### src/lpim_pkg.sv
`timescale 1ns / 1ps
// Package for the linear probe index map: table sizes, field widths, codes and types.
// No dependencies; every other file of the block but lpim_ram takes its names from here.
package lpim_pkg;

  localparam int unsigned TABLE_SIZE = 4096;
  localparam int unsigned SLOT_COUNT = 4096;
  localparam int unsigned TABLE_AW   = $clog2(TABLE_SIZE);
  localparam int unsigned CNT_W      = $clog2(SLOT_COUNT + 1);

  localparam int unsigned OP_W     = 2;
  localparam int unsigned KEY_W    = 32;
  localparam int unsigned STATUS_W = 3;
  localparam int unsigned SLOT_W   = 12;
  localparam int unsigned MAXE_W   = 13;
  localparam int unsigned MAXE_RESET = 4096;

  typedef enum logic [OP_W-1:0] {
    OP_LOOKUP = 2'd0,
    OP_INSERT = 2'd1,
    OP_CLEAR  = 2'd2
  } op_t;

  typedef enum logic [STATUS_W-1:0] {
    ST_DONE       = 3'd0,
    ST_PRESENT    = 3'd1,
    ST_NOT_FOUND  = 3'd2,
    ST_CAP_FULL   = 3'd3,
    ST_TABLE_FULL = 3'd4,
    ST_INVALID    = 3'd5
  } status_t;

  typedef enum logic [1:0] {
    S_CLEAR,
    S_IDLE,
    S_PROBE,
    S_RESP
  } state_t;

  typedef struct packed {
    logic [KEY_W-1:0]  key;
    logic [SLOT_W-1:0] slot;
  } entry_t;

  localparam int unsigned ENTRY_W = $bits(entry_t);

  typedef struct packed {
    logic              valid;
    status_t           status;
    logic [SLOT_W-1:0] slot;
  } rsp_t;

endpackage

### src/lpim_if.sv
`timescale 1ns / 1ps
// Request and response channel interfaces of the linear probe index map.
// Depends on lpim_pkg for field widths.
interface lpim_in_if;
  logic                          valid;
  logic                          ready;
  logic [lpim_pkg::OP_W-1:0]     operation;
  logic [lpim_pkg::KEY_W-1:0]    key;

  modport source (output valid, output operation, output key, input ready);
  modport sink   (input valid, input operation, input key, output ready);
endinterface


### src/lpim_ctrl.sv
`timescale 1ns / 1ps
// Probe sequencer: clearing sweep, linear probe over the table RAM, slot counter.
// Depends on lpim_pkg and lpim_in_if; drives the ports of lpim_ram.
module lpim_ctrl (
  input  logic                             clk,
  input  logic                             rst_n,
  lpim_in_if.sink                          in_chan,
  input  logic [lpim_pkg::MAXE_W-1:0]      max_entities,
  output lpim_pkg::rsp_t                   rsp,
  input  logic                             rsp_ack,
  output logic                             ram_we,
  output logic [lpim_pkg::TABLE_AW-1:0]    ram_waddr,
  output lpim_pkg::entry_t                 ram_wdata,
  output logic [lpim_pkg::TABLE_AW-1:0]    ram_raddr,
  input  lpim_pkg::entry_t                 ram_rdata
);

  localparam logic [lpim_pkg::TABLE_AW-1:0] LastAddr =
    lpim_pkg::TABLE_AW'(lpim_pkg::TABLE_SIZE - 1);

  lpim_pkg::state_t                  state_r, state_nxt;
  logic [lpim_pkg::KEY_W-1:0]        key_r, key_nxt;
  logic                              is_ins_r, is_ins_nxt;
  logic [lpim_pkg::TABLE_AW-1:0]     chk_addr_r, chk_addr_nxt;
  logic [lpim_pkg::TABLE_AW-1:0]     cnt_r, cnt_nxt;
  logic [lpim_pkg::TABLE_AW-1:0]     clr_addr_r, clr_addr_nxt;
  logic                              clr_rsp_r, clr_rsp_nxt;
  logic [lpim_pkg::CNT_W-1:0]        slot_cnt_r, slot_cnt_nxt;
  lpim_pkg::status_t                 res_status_r, res_status_nxt;
  logic [lpim_pkg::SLOT_W-1:0]       res_slot_r, res_slot_nxt;

  logic                              accept;
  logic                              hit;
  logic                              empty;
  logic                              below_cap;
  logic                              ins_wr;
  logic [lpim_pkg::CNT_W-1:0]        limit;

  assign accept    = in_chan.valid && in_chan.ready;
  assign hit       = (ram_rdata.key == key_r);
  assign empty     = (ram_rdata.key == '0);
  assign limit     = (32'(max_entities) > lpim_pkg::SLOT_COUNT) ?
                     lpim_pkg::CNT_W'(lpim_pkg::SLOT_COUNT) :
                     lpim_pkg::CNT_W'(max_entities);
  assign below_cap = (slot_cnt_r < limit);
  assign ins_wr    = (state_r == lpim_pkg::S_PROBE) && !hit && empty && is_ins_r && below_cap;

  // next state and datapath
  always_comb begin
    state_nxt      = state_r;
    key_nxt        = key_r;
    is_ins_nxt     = is_ins_r;
    chk_addr_nxt   = chk_addr_r;
    cnt_nxt        = cnt_r;
    clr_addr_nxt   = clr_addr_r;
    clr_rsp_nxt    = clr_rsp_r;
    slot_cnt_nxt   = slot_cnt_r;
    res_status_nxt = res_status_r;
    res_slot_nxt   = res_slot_r;
    case (state_r)
      lpim_pkg::S_CLEAR: begin
        clr_addr_nxt = clr_addr_r + 1'b1;
        slot_cnt_nxt = '0;
        if (clr_addr_r == LastAddr) begin
          state_nxt      = clr_rsp_r ? lpim_pkg::S_RESP : lpim_pkg::S_IDLE;
          res_status_nxt = lpim_pkg::ST_DONE;
          res_slot_nxt   = '0;
        end
      end
      lpim_pkg::S_IDLE: begin
        if (accept) begin
          key_nxt        = in_chan.key;
          is_ins_nxt     = (in_chan.operation == lpim_pkg::OP_INSERT);
          chk_addr_nxt   = in_chan.key[lpim_pkg::TABLE_AW-1:0];
          cnt_nxt        = '0;
          res_status_nxt = lpim_pkg::ST_INVALID;
          res_slot_nxt   = '0;
          if (in_chan.operation == lpim_pkg::OP_CLEAR) begin
            state_nxt    = lpim_pkg::S_CLEAR;
            clr_addr_nxt = '0;
            clr_rsp_nxt  = 1'b1;
          end else if ((in_chan.operation == lpim_pkg::OP_LOOKUP ||
                        in_chan.operation == lpim_pkg::OP_INSERT) &&
                       in_chan.key != '0) begin
            state_nxt = lpim_pkg::S_PROBE;
          end else begin
            state_nxt = lpim_pkg::S_RESP;
          end
        end
      end
      lpim_pkg::S_PROBE: begin
        chk_addr_nxt = chk_addr_r + 1'b1;
        cnt_nxt      = cnt_r + 1'b1;
        if (hit) begin
          state_nxt      = lpim_pkg::S_RESP;
          res_status_nxt = is_ins_r ? lpim_pkg::ST_PRESENT : lpim_pkg::ST_DONE;
          res_slot_nxt   = is_ins_r ? '0 : ram_rdata.slot;
        end else if (empty) begin
          state_nxt = lpim_pkg::S_RESP;
          if (!is_ins_r) begin
            res_status_nxt = lpim_pkg::ST_NOT_FOUND;
          end else if (!below_cap) begin
            res_status_nxt = lpim_pkg::ST_CAP_FULL;
          end else begin
            res_status_nxt = lpim_pkg::ST_DONE;
            res_slot_nxt   = lpim_pkg::SLOT_W'(slot_cnt_r);
            slot_cnt_nxt   = slot_cnt_r + 1'b1;
          end
        end else if (cnt_r == LastAddr) begin
          state_nxt      = lpim_pkg::S_RESP;
          res_status_nxt = is_ins_r ? lpim_pkg::ST_TABLE_FULL : lpim_pkg::ST_NOT_FOUND;
        end
      end
      lpim_pkg::S_RESP: begin
        clr_rsp_nxt = 1'b0;
        if (rsp_ack) begin
          state_nxt = lpim_pkg::S_IDLE;
        end
      end
      default: begin
        state_nxt = lpim_pkg::S_IDLE;
      end
    endcase
  end

  // outputs
  always_comb begin
    in_chan.ready = (state_r == lpim_pkg::S_IDLE);
    ram_raddr     = (state_r == lpim_pkg::S_IDLE) ?
                    in_chan.key[lpim_pkg::TABLE_AW-1:0] : chk_addr_r + 1'b1;
    ram_we        = 1'b0;
    ram_waddr     = chk_addr_r;
    ram_wdata     = '0;
    case (state_r)
      lpim_pkg::S_CLEAR: begin
        ram_we    = 1'b1;
        ram_waddr = clr_addr_r;
      end
      lpim_pkg::S_PROBE: begin
        ram_we         = ins_wr;
        ram_wdata.key  = key_r;
        ram_wdata.slot = lpim_pkg::SLOT_W'(slot_cnt_r);
      end
      default: begin
        ram_we = 1'b0;
      end
    endcase
    rsp.valid  = (state_r == lpim_pkg::S_RESP);
    rsp.status = res_status_r;
    rsp.slot   = res_slot_r;
  end

  always_ff @(posedge clk) begin
    if (!rst_n) begin
      state_r    <= lpim_pkg::S_CLEAR;
      clr_addr_r <= '0;
      clr_rsp_r  <= 1'b0;
      slot_cnt_r <= '0;
    end else begin
      state_r    <= state_nxt;
      clr_addr_r <= clr_addr_nxt;
      clr_rsp_r  <= clr_rsp_nxt;
      slot_cnt_r <= slot_cnt_nxt;
    end
  end

  always_ff @(posedge clk) begin
    key_r        <= key_nxt;
    is_ins_r     <= is_ins_nxt;
    chk_addr_r   <= chk_addr_nxt;
    cnt_r        <= cnt_nxt;
    res_status_r <= res_status_nxt;
    res_slot_r   <= res_slot_nxt;
  end

endmodule

### src/flat_wrapper.sv
// flat-port wrapper written by rule: the top's interface ports become plain ports
module lpim_ctrl_flat 
  (clk, rst_n, max_entities, rsp, rsp_ack, ram_we, ram_waddr, ram_wdata, ram_raddr, ram_rdata, in_chan_valid, in_chan_operation, in_chan_key, in_chan_ready);
  lpim_in_if in_chan_i ();
  input  logic clk;
  input  logic rst_n;
  input  logic [lpim_pkg::MAXE_W-1:0] max_entities;
  output lpim_pkg::rsp_t rsp;
  input  logic rsp_ack;
  output logic ram_we;
  output logic [lpim_pkg::TABLE_AW-1:0] ram_waddr;
  output lpim_pkg::entry_t ram_wdata;
  output logic [lpim_pkg::TABLE_AW-1:0] ram_raddr;
  input  lpim_pkg::entry_t ram_rdata;
  input wire logic [$bits(in_chan_i.valid)-1:0] in_chan_valid;
  input wire logic [$bits(in_chan_i.operation)-1:0] in_chan_operation;
  input wire logic [$bits(in_chan_i.key)-1:0] in_chan_key;
  output wire logic [$bits(in_chan_i.ready)-1:0] in_chan_ready;
  assign in_chan_i.valid = in_chan_valid;
  assign in_chan_i.operation = in_chan_operation;
  assign in_chan_i.key = in_chan_key;
  assign in_chan_ready = in_chan_i.ready;
  lpim_ctrl u_core (.clk(clk), .rst_n(rst_n), .in_chan(in_chan_i), .max_entities(max_entities), .rsp(rsp), .rsp_ack(rsp_ack), .ram_we(ram_we), .ram_waddr(ram_waddr), .ram_wdata(ram_wdata), .ram_raddr(ram_raddr), .ram_rdata(ram_rdata));
endmodule
### config.mk
export PLATFORM = sky130hd
export DESIGN_NAME = lpim_ctrl_flat
export DESIGN_NICKNAME = d
export VERILOG_FILES = /design/src/lpim_pkg.sv /design/src/lpim_if.sv /design/src/lpim_ctrl.sv /design/src/flat_wrapper.sv
export SDC_FILE = /design/constraint.sdc
export NUM_CORES = 1
export LEC_CHECK = 0
export ABC_AREA = 1
export BUFFER_PORTS_ARGS = -buffer_cell sky130_fd_sc_hd__buf_4
export CAP_MARGIN = 20
export CORE_MARGIN = 2
export CORE_UTILIZATION = 50
export CTS_CLUSTER_DIAMETER = 150
export CTS_CLUSTER_SIZE = 10
export DETAILED_ROUTE_END_ITERATION = 16
export PLACE_DENSITY_LB_ADDON = 0.3
export SLEW_MARGIN = 20
export SYNTH_ARGS = -nofsm -noshare
export SYNTH_HDL_FRONTEND = slang
export SYNTH_SLANG_ARGS = --single-unit
export TNS_END_PERCENT = 10
### constraint.sdc
create_clock -name clk -period 7.8 [get_ports clk]
set_input_delay 0.39 -clock clk [delete_from_list [all_inputs] [get_ports clk]]
set_output_delay 0.39 -clock clk [all_outputs]
set_load 0.005 [all_outputs]
==> impl_metrics.yaml, run 1 <==
layout:
  finalInstanceArea_mm2: 0.008172
  final_cells: 1217
  area_growth_pct: 28.74
  fin_nets: 1155
  num-fill-cells: 1108
  drive_above_1_share: 0.2067
  diodes: 0
clock_tree:
  cts_root_buf: "clkbuf_16"
  cts_setup_buffers: 0
  cts.sinks: 100
  cts_tree: "yes"
  clock_path_buffers: 2
  cts_max_level: 3
  clkLatencyLatePin_ps: 360
  hold_buffers: 0
  cts_buffers: 9
  path_clk_slew_ps: 70
  cts.repair.resized: 0
die:
  row_count: 41
  initial_core_util: 0.5071
  core_region_area_mm2: 0.01252
  io_pins: 181
  die_area_mm2: 0.01361
  fp.dieH_um: 116.7
  die_w_um: 116.7
grt:
  grt_start_max_net_pins: 62
  grt-ovfl-total: 0
  grt_usage: 0.2429
  grt_pass1_vias: 5440
  grt_pass1_wl_um: 25760
  antenna_found_initial: 0
synth:
  synth_area_leaders: "edfxtp_1, nand2_1, dfxtp_1"
  synth-seq-cells: 100
  synthFlopType: "edfxtp_1"
  synthArstFlopShare: 0
  ys_seq_area_frac: 0.4289
  netlist_area_mm2: 0.006347
  yosysWarningCount: 0
  synth.distinct_cells: 36
  synth_cells: 870
  synth_area_leader_cell: "edfxtp_1"
  avgSynthCellArea_um2: 7.296
  synth-edff-count: 72
  yosysTopAreaCellShare: 0.3406
  syn_nets: 985
routing:
  vias: 6127
  top_layer_used: "met4"
  drt_wl_total_um: 16440
  wl_met1_um: 7161
  viasPerCell: 5.035
  met3_length_um: 1383
  wl_met2_um: 7553
  drc_errors: 0
  ant_nets: 0
  wl_per_cell_um: 13.51
  detail_route.first_pass.iterations: 5
  first_iter_violations: 436
power_and_ir_drop:
  power.density_mw_per_mm2: 278.1
  p_leak_nw: 4.063
  vdd_ir_drop_max_mv: 0.1654
place:
  place_ws_ps: 4330
  placed_cells_incl_taps: 1201
  place_congestion: 0.9094
  numPortBuffers: 180
  dpl-instance-area_mm2: 0.007838
  hpwl_um: 12720
setup_path:
  cp_slowest_cell: "ha_1"
  worstSetupEndpointType: "primary output"
  required_ps: 7410
  criticalPathCategory: "in2out"
  cp-start-kind: "primary input"
  cpMostUsedCell: "nand2_1"
  crit_family: "simple AND/OR/NAND/NOR gates"
  critPathMaxStageDelay_ps: 300
  cp_data_arrival_time_ps: 2750
  cp_cell_sequence: "buf_4 > nor4_1 > and2_1 > nand3_1 > nand2_1 > nand2_1 > ha_1 > nand2_1 > nand2_1 > nand2_1 > nand2_1 > a21oi_1 > nand2_4 > nor2_8 > nand3_4 > nand2_1 > buf_4"
  critPathBufInv: 2
  cp_max_fo: 19
sta:
  max_slew_margin: 0.3645
  fin_skew_ps: 14.74
  max_freq_mhz: 318.4
  rsz0062_at_grt: "false"
  worst_pin_slew_ps: 949.7
  setup_violations: 0
  period_minus_slack_ps: 3141
  period_share: 0.4027
  timing.final.ws_setup_ps: 4659
  report.final.slew_viol_count: 0
  hold_ws_ps: 224.4
  tns_ps: 0
  hold_viol_final: 0
status:
  outcome: "finished clean"
hold_path:
  min_path_type: "in2reg"
job:
  maxCapViolCount: 0
kinds of logic (layout without fill, tap and decap cells):
kind of cell / Yosys count / after routing / synth area share
and+or+nand+nor: 440 / 440 / 0.2943
buffers and inverters: 168 / 343 / 0.1023
AOI/OAI and AO/OA: 110 / 110 / 0.09087
DFF: 100 / 100 / 0.4289
xor gates and xnor gates: 32 / 32 / 0.04416
adders and majority gates: 20 / 20 / 0.03942
cells in the mapped netlist, types with 2 or more instances:
library cell  count
nand4_1          16
inv_1           144
dfxtp_1          28
nand2_1         249
buf_2             6
a21oi_1          39
a21oi_2           3
nand2_2           3
edfxtp_1         72
xor2_1           15
clkbuf_1         15
nor2_2            2
nor2_1           94
o21ai_1           3
nor4_1            5
nand3_1          50
ha_1             20
nor3_1           12
o21a_1            2
o21ai_0          60
xnor2_1          17
power breakdown:
| group | internal (mW) | leakage (nW) | switching (mW) |
|---|---|---|---|
| Combinational | 0.396 | 3.01 | 0.574 |
| Clock | 0.284 | 0.156 | 0.205 |
| Sequential | 0.737 | 0.899 | 0.0773 |
| Total | 1.42 | 4.06 | 0.856 |
worst register-to-register path: cells and delay by family (launching register included):
family	cells	cell delay (ps)
buf+inv	3	670
fa+ha+maj	1	460
flops	1	390
simple gates	3	1000
final timing paths:
| path | slack [ps] | endpoint | from | cells after the start |
|---|---|---|---|---|
| max | 4660 | ram_we | max_entities[8] | 17 |
| min | 220 | u_core.key_r[18] | in_chan_key[18] | 1 |
| max reg2reg | 4900 | u_core.res_slot_r[4] | u_core.state_r[1] | 7 |
| min reg2reg | 470 | u_core.clr_addr_r[8] | u_core.clr_addr_r[8] | 2 |
layout make-up:
type / instances / area (um2) / share of cell area
clock buffer: 9 / 225.2 / 0.02756
clock inverter: 7 / 98.84 / 0.01210
inverter: 145 / 544.3 / 0.06661
multi-input combinational: 602 / 2999 / 0.3670
sequential: 100 / 2723 / 0.3332
tap: 172 / 215.2 / 0.02634
timing repair buffer: 182 / 1366 / 0.1672
per-layer routing:
metal | up-vias | track usage
li1 | 3114 | -
met1 | 2754 | 0.3250
met2 | 232 | 0.4012
met3 | 27 | 0.04359
met4 | 0 | 0.08078
met5 | - | 0
metrics by stage:
step | total power [mW] | utilization
2_1_floorplan | 1.365 | -
3_3_place_gp | 1.767 | 0.6256
3_5_place_dp | 1.782 | 0.6262
4_1_cts | 2.269 | 0.6520
5_1_grt | 2.431 | 0.6528
6_report | 2.273 | 0.6528
registers in the layout (all words and copies together), names as in the netlist, 2 cells and up:
register	cells
u_core.key_r	32
u_core.slot_cnt_r	13
u_core.chk_addr_r	12
u_core.clr_addr_r	12
u_core.cnt_r	12
u_core.res_slot_r	12
u_core.res_status_r	3
u_core.state_r	2
placed cells by master, fill, tap and decap left out, drive strengths merged:
| cell | netlist | final |
|---|---|---|
| clkinv | 0 | 2 |
| o21ai | 63 | 63 |
| buf | 8 | 182 |
| or2 | 1 | 1 |
| o21a | 2 | 2 |
| a211oi | 1 | 1 |
| nor3 | 12 | 12 |
| bufinv | 0 | 2 |
| nand4 | 16 | 16 |
| nand3 | 51 | 51 |
| xor2 | 15 | 15 |
| and2b | 1 | 1 |
| nand3b | 1 | 1 |
| a31oi | 1 | 1 |
| xnor2 | 17 | 17 |
| ha | 20 | 20 |
| nand2 | 253 | 253 |
| clkbuf | 15 | 9 |
| dfxtp | 28 | 28 |
| edfxtp | 72 | 72 |
| nor4 | 6 | 6 |
| and3 | 1 | 1 |
| and2 | 1 | 1 |
| o221a | 1 | 1 |
| nor2 | 97 | 97 |
| a21oi | 42 | 42 |
| inv | 145 | 147 |
| clkinvlp | 0 | 1 |
No activity file was read; power rests on OpenSTA's default activity.
==> inputs of run 2 (changes only) <==
Clock period 7.8 ns to 3.1 ns, I/O delays scaled along.
==> run 2 against run 1 <==
Compared with the run above:
- global-route usage is 1.1 points higher
- sequential share of layout area is 0.85 points lower
- first-iteration DRC count is 1.4% higher
- final area is 2.6% higher
==> impl_metrics.yaml, run 2 (synthesis gave the netlist of run 1 again) <==
power_and_ir_drop:
  power.density_mw_per_mm2: 686.5
  p_leak_nw: 4.175
  swShare: 0.3747
  clockPowerShare: 0.210
  p_comb_frac: 0.435
  pwr-share-seq: 0.354
  vdd_ir_drop_max_mv: 0.5807
  p_switching_mw: 2.158
  cell_internal_pwr_mw: 3.600
sta:
  hold_ws_ps: 15.87
  period_minus_slack_ps: 2667
  setup_violations: 0
  report.final.slew_viol_count: 0
  fin_skew_ps: 11.35
  max_slew_margin: 0.4732
  tns_ps: 0
  period_share: 0.8604
  rsz0062_at_grt: "false"
  worst_pin_slew_ps: 787.3
  hold_viol_final: 0
  max_freq_mhz: 374.9
clock_tree:
  cts_tree: "yes"
  cts_setup_buffers: 0
  cts_root_buf: "clkbuf_16"
  cts.sinks: 100
  cts_max_level: 3
  path_clk_slew_ps: 70
  clock_path_buffers: 2
  cts_buffers: 9
  clkLatencyLatePin_ps: 350
routing:
  drc_errors: 0
  wl_per_cell_um: 13.76
  first_iter_violations: 442
  vias: 6174
  drt_wl_total_um: 17070
  ant_nets: 0
  viasPerCell: 4.975
  detail_route.first_pass.iterations: 5
grt:
  grt-ovfl-total: 0
  grt_pass1_vias: 5660
  grt_usage: 0.2539
  grt_pass1_wl_um: 26720
  antenna_found_initial: 0
  grt_start_max_net_pins: 61
die:
  row_count: 41
  initial_core_util: 0.5071
  die_area_mm2: 0.01361
  core_region_area_mm2: 0.01252
  die_w_um: 116.7
  io_pins: 181
  fp.dieH_um: 116.7
setup_path:
  criticalPathCategory: "in2out"
  cp_cell_sequence: "buf_4 > nor4_1 > and2_1 > nand3_1 > nand2_1 > nand2_1 > ha_1 > nand2_1 > nand2_1 > nand2_1 > nand2_1 > a21oi_1 > nand2_4 > nor2_8 > nand3_4 > nand2_1 > buf_4"
  critPathMaxStageDelay_ps: 300
  cp_slowest_cell: "ha_1"
  cp_data_arrival_time_ps: 2510
  crit_family: "simple AND/OR/NAND/NOR gates"
  cp_max_fo: 19
  cp-start-kind: "primary input"
  required_ps: 2940
  cpMostUsedCell: "nand2_1"
  worstSetupEndpointType: "primary output"
  critPathBufInv: 2
layout:
  diodes: 0
  finalInstanceArea_mm2: 0.008387
  reg_top3: "u_core.key_r x32, u_core.slot_cnt_r x13"
  largest_register_ffs: 32
  multi_input_area_mm2: 0.002982
  num-fill-cells: 1098
  regMostFlops: "u_core.key_r"
  layout_common_cells: "nand2_1, buf_4, inv_1"
  ff_latch_area_mm2: 0.002723
  layout_commonest_cell: "nand2_1"
  drive_above_1_share: 0.2049
  fin_nets: 1179
  area_growth_pct: 32.13
job:
  maxCapViolCount: 0
place:
  dpl-instance-area_mm2: 0.007860
  numPortBuffers: 180
  place_congestion: 0.8743
  hpwl_um: 12940
status:
  outcome: "finished clean"
hold_path:
  min_path_type: "in2reg"
run 2: routing by layer:
layer	global-route usage	part of all wire	vias up
met5	0	0	-
met3	0.05138	0.074	26
met4	0.08706	0.018	0
li1	-	-	3171
met1	0.3337	0.45	2772
met2	0.4209	0.46	205
run 2: final timing paths:
| check | slack, ps | depth (start not counted) | start | endpoint |
|---|---|---|---|---|
| worst min-delay path | 20 | 1 | in_chan_key[11] | u_core.key_r[11] |
| worst min register to register | 460 | 2 | u_core.clr_addr_r[8] | u_core.clr_addr_r[8] |
| worst max register to register | 560 | 10 | u_core.state_r[1] | u_core.clr_addr_r[10] |
| worst max-delay path | 430 | 17 | max_entities[8] | ram_we |
run 2: cell type report:
type | count | share of cell area
multi-input cells | 602 | 0.3555
inverters | 145 | 0.06490
well taps | 172 | 0.02566
clock buffers | 14 | 0.03774
repair buffers | 206 | 0.1904
clock inverters | 2 | 0.001193
flip-flops and latches | 100 | 0.3246
run 2: per-stage QoR:
step | total power [mW] | utilization | setup WS (ps) | cells
final | 5.758 | 0.6700 | 432.8 | 1241
after global routing | 6.165 | 0.6700 | 182.7 | 1241
after CTS | 5.768 | 0.6700 | 413.1 | 1241
after detailed placement | 4.540 | 0.6279 | 374.5 | 1205
after global placement | 4.478 | 0.6279 | 405.6 | 1205
after floorplan | 3.431 | - | 370.5 | 870
run 2: repair_timing:
item,in CTS,in global routing
gates resized for setup,0,0
hold endpoints to repair,20,0
hold buffers,20,0
run 2: power groups by stage:
| stage | logic [mW] | registers (mW) | clock network (mW) |
|---|---|---|---|
| 5_1_grt | 2.81 | 2.08 | 1.28 |
| 4_1_cts | 2.51 | 2.04 | 1.22 |
| 6_report | 2.51 | 2.04 | 1.21 |
| 3_3_place_gp | 2.42 | 2.06 | 0 |
| 3_5_place_dp | 2.47 | 2.07 | 0 |
| 2_1_floorplan | 1.40 | 2.03 | 0 |
